<file path="config.mk">
export PLATFORM = sky130hd
export DESIGN_NAME = trinomial_branch_probabilities_core
export DESIGN_NICKNAME = d
export VERILOG_FILES = /design/src/rtl/core/tbp_pkg.sv /design/src/rtl/core/trinomial_branch_probabilities_core.sv /design/src/rtl/core/tbp_ctrl.sv /design/src/rtl/core/tbp_datapath.sv
export SDC_FILE = /design/constraint.sdc
export NUM_CORES = 2
export LEC_CHECK = 0
export BUFFER_PORTS_ARGS = -buffer_cell sky130_fd_sc_hd__buf_2
export CAP_MARGIN = 20
export CELL_PAD_IN_SITES_DETAIL_PLACEMENT = 0
export CELL_PAD_IN_SITES_GLOBAL_PLACEMENT = 2
export CORE_ASPECT_RATIO = 1.1
export CORE_MARGIN = 1
export CORE_UTILIZATION = 45
export CTS_CLUSTER_SIZE = 12
export DETAILED_ROUTE_END_ITERATION = 8
export PLACE_DENSITY = 0.91
export SYNTH_ARGS = -nofsm -noshare
export SYNTH_HDL_FRONTEND = slang
export SYNTH_HIERARCHICAL = 1
export SYNTH_SLANG_ARGS = --single-unit
</file>
<file path="constraint.sdc">
create_clock -name clk -period 27.4 [get_ports clk]
set_clock_uncertainty 0.2 [all_clocks]
set_input_delay 1.37 -clock clk [delete_from_list [all_inputs] [get_ports clk]]
set_output_delay 1.37 -clock clk [all_outputs]
set_load 0.1 [all_outputs]
</file>
<file path="src/rtl/core/tbp_pkg.sv">
package tbp_pkg;

  localparam int MAX_NODES = 2048;
  localparam int NODE_LIM  = (MAX_NODES / 2 > 1024) ? 1024 : MAX_NODES / 2;

  localparam logic [2:0] CFG_START_VALUE    = 3'd0;
  localparam logic [2:0] CFG_SPACING_NOW    = 3'd1;
  localparam logic [2:0] CFG_SPACING_NEXT   = 3'd2;
  localparam logic [2:0] CFG_RECIP_SPACING  = 3'd3;
  localparam logic [2:0] CFG_DECAY_STEP     = 3'd4;
  localparam logic [2:0] CFG_VARIANCE_RATIO = 3'd5;

  localparam logic signed [11:0] RANGE_LOW_INIT  = 12'sd2047;
  localparam logic signed [11:0] RANGE_HIGH_INIT = -12'sd2048;

  localparam logic signed [47:0] SAT_HI = 48'sd2147483647;
  localparam logic signed [47:0] SAT_LO = -48'sd2147483648;
  localparam logic signed [63:0] HALF24 = 64'sd8388608;
  localparam logic signed [47:0] ONE24  = 48'sd16777216;

  typedef enum logic [3:0] {
    OP_NONE,
    OP_LOAD,
    OP_MUL_JDX,
    OP_X,
    OP_MUL_DRIFT,
    OP_DRIFT,
    OP_OFF,
    OP_MUL_P,
    OP_ABS,
    OP_K,
    OP_MUL_KD,
    OP_ETA,
    OP_MUL_ETA,
    OP_E,
    OP_MUL_SQ,
    OP_A
  } dp_op_t;

  typedef struct packed {
    dp_op_t op;
    logic   emit;
  } dp_cmd_t;

  typedef struct packed {
    logic out_free;
  } dp_status_t;

  function automatic logic signed [31:0] sat32(input logic signed [47:0] x);
    logic signed [31:0] r;
    if (x > SAT_HI) begin
      r = 32'sh7fffffff;
    end else if (x < SAT_LO) begin
      r = 32'sh80000000;
    end else begin
      r = $signed(x[31:0]);
    end
    return r;
  endfunction

endpackage

</file>
<file path="src/rtl/core/trinomial_branch_probabilities_core.sv">
// Trinomial branching core: takes one node index at a time and returns its
// rounded next-slice centre, the up/middle/down probabilities (Q1.30) and the
// running next-slice node range, which is complete on the node marked last.
// One item is in flight at a time; a result becomes valid once its item has
// passed the computation steps and the result step, which waits while the
// output register is full; the next item can be accepted in the first cycle
// that the result is valid. Each item makes six passes through the single shared
// 32x32 multiplier, each followed by a rounding or saturation step. Configuration
// writes take effect at once and must be made while no item is in flight.
module trinomial_branch_probabilities_core import tbp_pkg::*; (
  input  logic                clk,
  input  logic                rst,
  input  logic                cfg_write,
  input  logic [2:0]          cfg_index,
  input  logic [31:0]         cfg_data,
  input  logic                in_valid,
  output logic                in_ready,
  input  logic signed [10:0]  node_index,
  input  logic                last_node,
  output logic                out_valid,
  input  logic                out_ready,
  output logic signed [10:0]  branch_centre,
  output logic signed [31:0]  prob_up,
  output logic signed [31:0]  prob_mid,
  output logic signed [31:0]  prob_down,
  output logic signed [11:0]  next_min,
  output logic signed [11:0]  next_max,
  output logic                range_final
);

  dp_cmd_t    cmd;
  dp_status_t status;

  tbp_ctrl u_ctrl (
    .clk      (clk),
    .rst      (rst),
    .in_valid (in_valid),
    .in_ready (in_ready),
    .status   (status),
    .cmd      (cmd)
  );

  tbp_datapath u_datapath (
    .clk           (clk),
    .rst           (rst),
    .cfg_write     (cfg_write),
    .cfg_index     (cfg_index),
    .cfg_data      (cfg_data),
    .node_index    (node_index),
    .last_node     (last_node),
    .cmd           (cmd),
    .status        (status),
    .out_valid     (out_valid),
    .out_ready     (out_ready),
    .branch_centre (branch_centre),
    .prob_up       (prob_up),
    .prob_mid      (prob_mid),
    .prob_down     (prob_down),
    .next_min      (next_min),
    .next_max      (next_max),
    .range_final   (range_final)
  );

endmodule

</file>
<file path="src/rtl/core/tbp_ctrl.sv">
module tbp_ctrl import tbp_pkg::*; (
  input  logic       clk,
  input  logic       rst,
  input  logic       in_valid,
  output logic       in_ready,
  input  dp_status_t status,
  output dp_cmd_t    cmd
);

  typedef enum logic [3:0] {
    S_IDLE,
    S_MUL_JDX,
    S_X,
    S_MUL_DRIFT,
    S_DRIFT,
    S_OFF,
    S_MUL_P,
    S_ABS,
    S_K,
    S_MUL_KD,
    S_ETA,
    S_MUL_ETA,
    S_E,
    S_MUL_SQ,
    S_A,
    S_OUT
  } state_t;

  state_t state;
  state_t state_next;

  always_comb begin
    state_next = state;
    cmd.op     = OP_NONE;
    cmd.emit   = 1'b0;
    case (state)
      S_IDLE: begin
        if (in_valid && in_ready) begin
          cmd.op     = OP_LOAD;
          state_next = S_MUL_JDX;
        end
      end
      S_MUL_JDX: begin
        cmd.op     = OP_MUL_JDX;
        state_next = S_X;
      end
      S_X: begin
        cmd.op     = OP_X;
        state_next = S_MUL_DRIFT;
      end
      S_MUL_DRIFT: begin
        cmd.op     = OP_MUL_DRIFT;
        state_next = S_DRIFT;
      end
      S_DRIFT: begin
        cmd.op     = OP_DRIFT;
        state_next = S_OFF;
      end
      S_OFF: begin
        cmd.op     = OP_OFF;
        state_next = S_MUL_P;
      end
      S_MUL_P: begin
        cmd.op     = OP_MUL_P;
        state_next = S_ABS;
      end
      S_ABS: begin
        cmd.op     = OP_ABS;
        state_next = S_K;
      end
      S_K: begin
        cmd.op     = OP_K;
        state_next = S_MUL_KD;
      end
      S_MUL_KD: begin
        cmd.op     = OP_MUL_KD;
        state_next = S_ETA;
      end
      S_ETA: begin
        cmd.op     = OP_ETA;
        state_next = S_MUL_ETA;
      end
      S_MUL_ETA: begin
        cmd.op     = OP_MUL_ETA;
        state_next = S_E;
      end
      S_E: begin
        cmd.op     = OP_E;
        state_next = S_MUL_SQ;
      end
      S_MUL_SQ: begin
        cmd.op     = OP_MUL_SQ;
        state_next = S_A;
      end
      S_A: begin
        cmd.op     = OP_A;
        state_next = S_OUT;
      end
      S_OUT: begin
        if (status.out_free) begin
          cmd.emit   = 1'b1;
          state_next = S_IDLE;
        end
      end
      default: begin
        state_next = S_IDLE;
      end
    endcase
  end

  always_ff @(posedge clk) begin
    if (rst) begin
      state    <= S_IDLE;
      in_ready <= 1'b0;
    end else begin
      state    <= state_next;
      in_ready <= (state_next == S_IDLE);
    end
  end

  a_one_item: assert property (@(posedge clk) disable iff (rst)
    (in_valid && in_ready) |=> !in_ready)
    else $error("second item accepted while one is in flight");

  a_emit_waits: assert property (@(posedge clk) disable iff (rst)
    (state == S_OUT && !status.out_free) |=> (state == S_OUT))
    else $error("result step left while output register is full");

endmodule

</file>
<file path="src/rtl/core/tbp_datapath.sv">
module tbp_datapath import tbp_pkg::*; (
  input  logic                clk,
  input  logic                rst,
  input  logic                cfg_write,
  input  logic [2:0]          cfg_index,
  input  logic [31:0]         cfg_data,
  input  logic signed [10:0]  node_index,
  input  logic                last_node,
  input  dp_cmd_t             cmd,
  output dp_status_t          status,
  output logic                out_valid,
  input  logic                out_ready,
  output logic signed [10:0]  branch_centre,
  output logic signed [31:0]  prob_up,
  output logic signed [31:0]  prob_mid,
  output logic signed [31:0]  prob_down,
  output logic signed [11:0]  next_min,
  output logic signed [11:0]  next_max,
  output logic                range_final
);

  logic signed [31:0] start_value;
  logic        [30:0] spacing_now;
  logic        [30:0] spacing_next;
  logic        [30:0] recip_spacing_next;
  logic signed [31:0] decay_step;
  logic        [30:0] variance_ratio;

  logic signed [11:0] range_low;
  logic signed [11:0] range_high;

  logic signed [10:0] node_j;
  logic               last_reg;
  logic signed [63:0] prod;
  logic signed [41:0] jdx;
  logic signed [31:0] xs;
  logic signed [39:0] drift;
  logic signed [31:0] off;
  logic               p_neg;
  logic        [63:0] mag;
  logic signed [10:0] k;
  logic signed [31:0] eta;
  logic signed [31:0] e;
  logic signed [40:0] a;

  logic signed [31:0] mul_a;
  logic signed [31:0] mul_b;
  logic signed [63:0] rnd_sum;
  logic        [16:0] kmag;
  logic signed [11:0] k_lo;
  logic signed [11:0] k_hi;
  logic signed [11:0] low_new;
  logic signed [11:0] high_new;
  logic signed [47:0] s_up;
  logic signed [47:0] s_mid;
  logic signed [47:0] s_down;

  assign status.out_free = !out_valid || out_ready;

  always_comb begin
    mul_a = '0;
    mul_b = '0;
    case (cmd.op)
      OP_MUL_JDX: begin
        mul_a = 32'(node_j);
        mul_b = $signed({1'b0, spacing_now});
      end
      OP_MUL_DRIFT: begin
        mul_a = decay_step;
        mul_b = xs;
      end
      OP_MUL_P: begin
        mul_a = off;
        mul_b = $signed({1'b0, recip_spacing_next});
      end
      OP_MUL_KD: begin
        mul_a = 32'(k);
        mul_b = $signed({1'b0, spacing_next});
      end
      OP_MUL_ETA: begin
        mul_a = eta;
        mul_b = $signed({1'b0, recip_spacing_next});
      end
      OP_MUL_SQ: begin
        mul_a = e;
        mul_b = e;
      end
      default: begin
        mul_a = '0;
        mul_b = '0;
      end
    endcase
  end

  assign rnd_sum = prod + HALF24;
  assign kmag    = 17'(mag[63:48]) + 17'(mag[47:0] > 48'h8000_0000_0000);

  assign k_lo     = 12'(k) - 12'sd1;
  assign k_hi     = 12'(k) + 12'sd1;
  assign low_new  = (k_lo < range_low) ? k_lo : range_low;
  assign high_new = (k_hi > range_high) ? k_hi : range_high;

  assign s_up   = (48'(a) + 48'(e)) <<< 5;
  assign s_mid  = (ONE24 - 48'(a)) <<< 6;
  assign s_down = (48'(a) - 48'(e)) <<< 5;

  always_ff @(posedge clk) begin
    if (rst) begin
      start_value        <= '0;
      spacing_now        <= '0;
      spacing_next       <= '0;
      recip_spacing_next <= '0;
      decay_step         <= '0;
      variance_ratio     <= '0;
    end else if (cfg_write) begin
      case (cfg_index)
        CFG_START_VALUE:    start_value        <= $signed(cfg_data);
        CFG_SPACING_NOW:    spacing_now        <= cfg_data[30:0];
        CFG_SPACING_NEXT:   spacing_next       <= cfg_data[30:0];
        CFG_RECIP_SPACING:  recip_spacing_next <= cfg_data[30:0];
        CFG_DECAY_STEP:     decay_step         <= $signed(cfg_data);
        CFG_VARIANCE_RATIO: variance_ratio     <= cfg_data[30:0];
        default: begin
        end
      endcase
    end
  end

  always_ff @(posedge clk) begin
    case (cmd.op)
      OP_LOAD: begin
        node_j   <= node_index;
        last_reg <= last_node;
      end
      OP_MUL_JDX, OP_MUL_DRIFT, OP_MUL_P, OP_MUL_KD, OP_MUL_ETA, OP_MUL_SQ: begin
        prod <= mul_a * mul_b;
      end
      OP_X: begin
        jdx <= $signed(prod[41:0]);
        xs  <= sat32(48'($signed(prod[41:0])) + 48'(start_value));
      end
      OP_DRIFT: begin
        drift <= $signed(rnd_sum[63:24]);
      end
      OP_OFF: begin
        off <= sat32(48'(jdx) - 48'(drift));
      end
      OP_ABS: begin
        p_neg <= prod[63];
        mag   <= prod[63] ? 64'(-prod) : 64'(prod);
      end
      OP_K: begin
        if (p_neg) begin
          k <= (kmag > 17'(NODE_LIM)) ? 11'(-NODE_LIM) : 11'(0) - kmag[10:0];
        end else begin
          k <= (kmag > 17'(NODE_LIM - 1)) ? 11'(NODE_LIM - 1) : $signed(kmag[10:0]);
        end
      end
      OP_ETA: begin
        eta <= sat32(48'(off) - 48'($signed(prod[41:0])));
      end
      OP_E: begin
        e <= sat32(48'($signed(rnd_sum[63:24])));
      end
      OP_A: begin
        a <= 41'(variance_ratio) + $signed({1'b0, rnd_sum[63:24]});
      end
      default: begin
      end
    endcase
  end

  always_ff @(posedge clk) begin
    if (cmd.emit) begin
      branch_centre <= k;
      prob_up       <= sat32(s_up);
      prob_mid      <= sat32(s_mid);
      prob_down     <= sat32(s_down);
      next_min      <= low_new;
      next_max      <= high_new;
      range_final   <= last_reg;
    end
  end

  always_ff @(posedge clk) begin
    if (rst) begin
      out_valid  <= 1'b0;
      range_low  <= RANGE_LOW_INIT;
      range_high <= RANGE_HIGH_INIT;
    end else begin
      if (cmd.emit) begin
        out_valid  <= 1'b1;
        range_low  <= last_reg ? RANGE_LOW_INIT : low_new;
        range_high <= last_reg ? RANGE_HIGH_INIT : high_new;
      end else if (out_ready) begin
        out_valid <= 1'b0;
      end
    end
  end

  a_no_overwrite: assert property (@(posedge clk) disable iff (rst)
    cmd.emit |-> (!out_valid || out_ready))
    else $error("result loaded over a pending item");

  a_range_covers: assert property (@(posedge clk) disable iff (rst)
    out_valid |-> (next_min <= 12'(branch_centre) - 12'sd1)
               && (next_max >= 12'(branch_centre) + 12'sd1))
    else $error("reported range misses the centre node");

  a_range_restart: assert property (@(posedge clk) disable iff (rst)
    (cmd.emit && last_reg) |=>
      (range_low == RANGE_LOW_INIT) && (range_high == RANGE_HIGH_INIT))
    else $error("range not restarted after last node");

endmodule

</file>
==> impl_metrics.toml <==
[sta]
maxSlewViolCount = 0
finalCriticalPeriod_ns = 13.10
hold_viol = 0
worstMarginPinSlew_ns = 1.15
slew_headroom = 0.233
finalSetupTns_ns = 0
rsz0062_at_grt = "no"
clock.fmax_mhz = 76.3
setup_viol = 0
min_period_over_period = 0.478

[worst_setup_path]
worst_ep_required_time_ns = 27.63
endpoint_kind = "flip-flop"
worst-setup-path-type = "reg -> reg"
slowest_delay_ns = 0.91
rr_worst_depth = 38
crit_slowest_cell = "nand3_2"
worstSetupStartpointType = "flip-flop"
crit_top_cell = "fa_1"
path_max_fanout = 33
crit_arrival_ns = 13.33

[synth]
ys_seq_area_frac = 0.249
synth_seq_cells = 740
avgSynthCellArea_um2 = 9.12
synth_async_sr_flop_share = 0
ys.warnings.count = 6
synth_edf_count = 522
yosys_most_used_dff = "edfxtp_1"
synthCells = 8832
syn_nets = 10400
synth_area_um2 = 80500
synth.distinct_cells = 106

[grt]
grt_overflow = 0
grtUsageTotal = 0.324
grt_antenna_before_repair = 13
grt_pass1_wl_um = 429000
grt_pass1_vias = 66000
grt_start_max_net_pins = 85

[finish]
reg_top3 = "u_datapath/mag (64), u_datapath/prod (64), u_datapath/jdx (42)"
layout_common_cells = "1422 x inv_1, 1140 x nand2_1, 1088 x fa_1, 738 x nor2_1, 522 x edfxtp_1"
nFillCells = 16800
area_growth_pct = 7.78
drive_gt1_frac = 0.0667
final_common_cell = "inv_1"
layout.cells.non_filler = 11300
nets = 10400

[die]
fp.dieArea_um2 = 181000
row_count = 162
die_w_um = 405
start_util = 0.454
ioPinCount = 186
core-area_um2 = 177000
die-height_um = 446

[placement]
gp_congestion = 0.997
placed_cells = 11100
portBuffers = 185
dp_hpwl_um = 229000

[cts]
cts_inserted_buffers = 80
path_clk_slew_ns = 0.06
clk_path_buf_depth = 3
clock_latency_ns = 0.71
clkSinkCount = 740
cts-root-buf = "clkbuf_16"
post_cts.repair.setup_buffers = 0
tritoncts = "yes"
cts_resized = 0
h-tree-depth = 3
ctsHoldBuffers = 0

[hold_path]
min_path_type = "reg -> reg"
hold_path_depth = 2

[detailed_routing]
drtAntennaViolNets = 0
vias = 65300
drcViolationCount = 0
drtIter0Drc = 5908
wl_um = 294000
dr.pass1.iters = 6
wl_per_cell_um = 26.1
vias_per_cell = 5.80

[pwr]
power_leakage_uw = 0.0386
power_density_nw_per_um2 = 37.1
vdd_drop_max_mv = 0.0539

[job]
max-cap-violations = 0

[outcome]
run_status = "finished clean"
[final timing paths]
kind | slack (ns) | end | startpoint
max reg2reg | 14.30 | u_datapath/prod[62] | u_ctrl/state[0]
min reg2reg | 0.25 | u_datapath/decay_step[17] | u_datapath/decay_step[17]
max | 14.30 | u_datapath/prod[62] | u_ctrl/state[0]
min | 0.25 | u_datapath/decay_step[17] | u_datapath/decay_step[17]
[power breakdown]
part	total (uW)	switching, uW	internal [uW]
registers	1330	65.4	1260
clock network	1080	484	601
logic	802	567	235
[worst max-delay path, delay by kind of cell, from the launching register on]
kind | cells | cell delay, ns
simple gates | 8 | 2.50
xor+xnor | 2 | 0.77
flops | 1 | 0.42
buf+inv | 8 | 1.08
compound gates | 11 | 3.55
fa+ha+maj | 9 | 4.22
[layer usage]
layer	track usage	part of all wire
met1	0.405	0.39
met3	0.0549	0.079
met4	0.163	0.057
met2	0.539	0.47
met5	0	0.00030
[synthesized netlist by cell type (11+ instances only)]
library cell  instances  area share
dfxtp_1             218       0.054
o21ai_1              29      0.0018
a31oi_1              59      0.0046
o41ai_1              20      0.0022
and3_1               95      0.0074
nor4_1               49      0.0038
or3_1                29      0.0023
xor2_1              126       0.014
a2111oi_0            11      0.0012
o21a_1               54      0.0050
or2_2                21      0.0016
inv_1              1422       0.066
and4_1               23      0.0025
nand4_1              63      0.0049
o31ai_1              43      0.0040
fa_1               1088        0.27
nand3_1             140      0.0087
a22oi_1             133       0.012
o21ai_0             331       0.021
buf_1                32      0.0015
or4_1                16      0.0015
o22ai_1              15      0.0012
a21oi_1             504       0.031
o211ai_1             17      0.0016
buf_4                17      0.0016
xnor2_1             306       0.033
clkbuf_1            372       0.017
nand3b_1             16      0.0015
a21boi_0             13      0.0012
a211oi_1             37      0.0034
edfxtp_1            522        0.19
nor2b_1              48      0.0037
nor2_1              747       0.035
and2_1               26      0.0020
nand2_1            1142       0.053
a21o_1              159       0.015
buf_2                12     0.00075
mux2_2               11      0.0015
nor3b_1              14      0.0013
a22o_1               16      0.0017
nand2b_1             56      0.0044
nor3_1               93      0.0058
ha_1                456       0.071
o21bai_1             44      0.0041
[logic make-up (layout without fill, tap and decap cells)]
group | Yosys count | count (layout) | synth area share
buffers and inverters | 1869 | 1923 | 0.0885
muxes | 18 | 18 | 0.00241
and+or+nand+nor | 2612 | 2612 | 0.143
DFF | 740 | 740 | 0.249
other | 0 | 4 | 0
xor gates and xnor gates | 432 | 432 | 0.0470
adders and majority gates | 1544 | 1544 | 0.341
AOI/OAI and AO/OA | 1617 | 1617 | 0.128
[through the flow]
step	total power, uW	util	hold WS (ns)	setup slack, ns	cell area, um2
floorplan	1790	-	0.224	16.17	80500
global placement	2120	0.474	0.241	13.94	84100
detailed placement	2130	0.474	0.246	13.87	84100
CTS	3210	0.489	0.255	14.38	86700
global route	3320	0.489	0.265	13.79	86800
finish	3220	0.489	0.255	14.30	86800
[cell type report]
| class | count | area (um2) | area share |
|---|---|---|---|
| Multi-Input combinational cell | 6223 | 53600 | 0.618 |
| Sequential cell | 740 | 20000 | 0.231 |
| Inverter | 1429 | 5370 | 0.0618 |
| Tap cell | 2378 | 2980 | 0.0343 |
| Clock buffer | 124 | 2330 | 0.0269 |
| Timing Repair Buffer | 345 | 2190 | 0.0252 |
| Clock inverter | 25 | 218 | 0.00251 |
| Antenna cell | 4 | 10.0 | 0.000115 |
(Power assumes the default switching activity.)
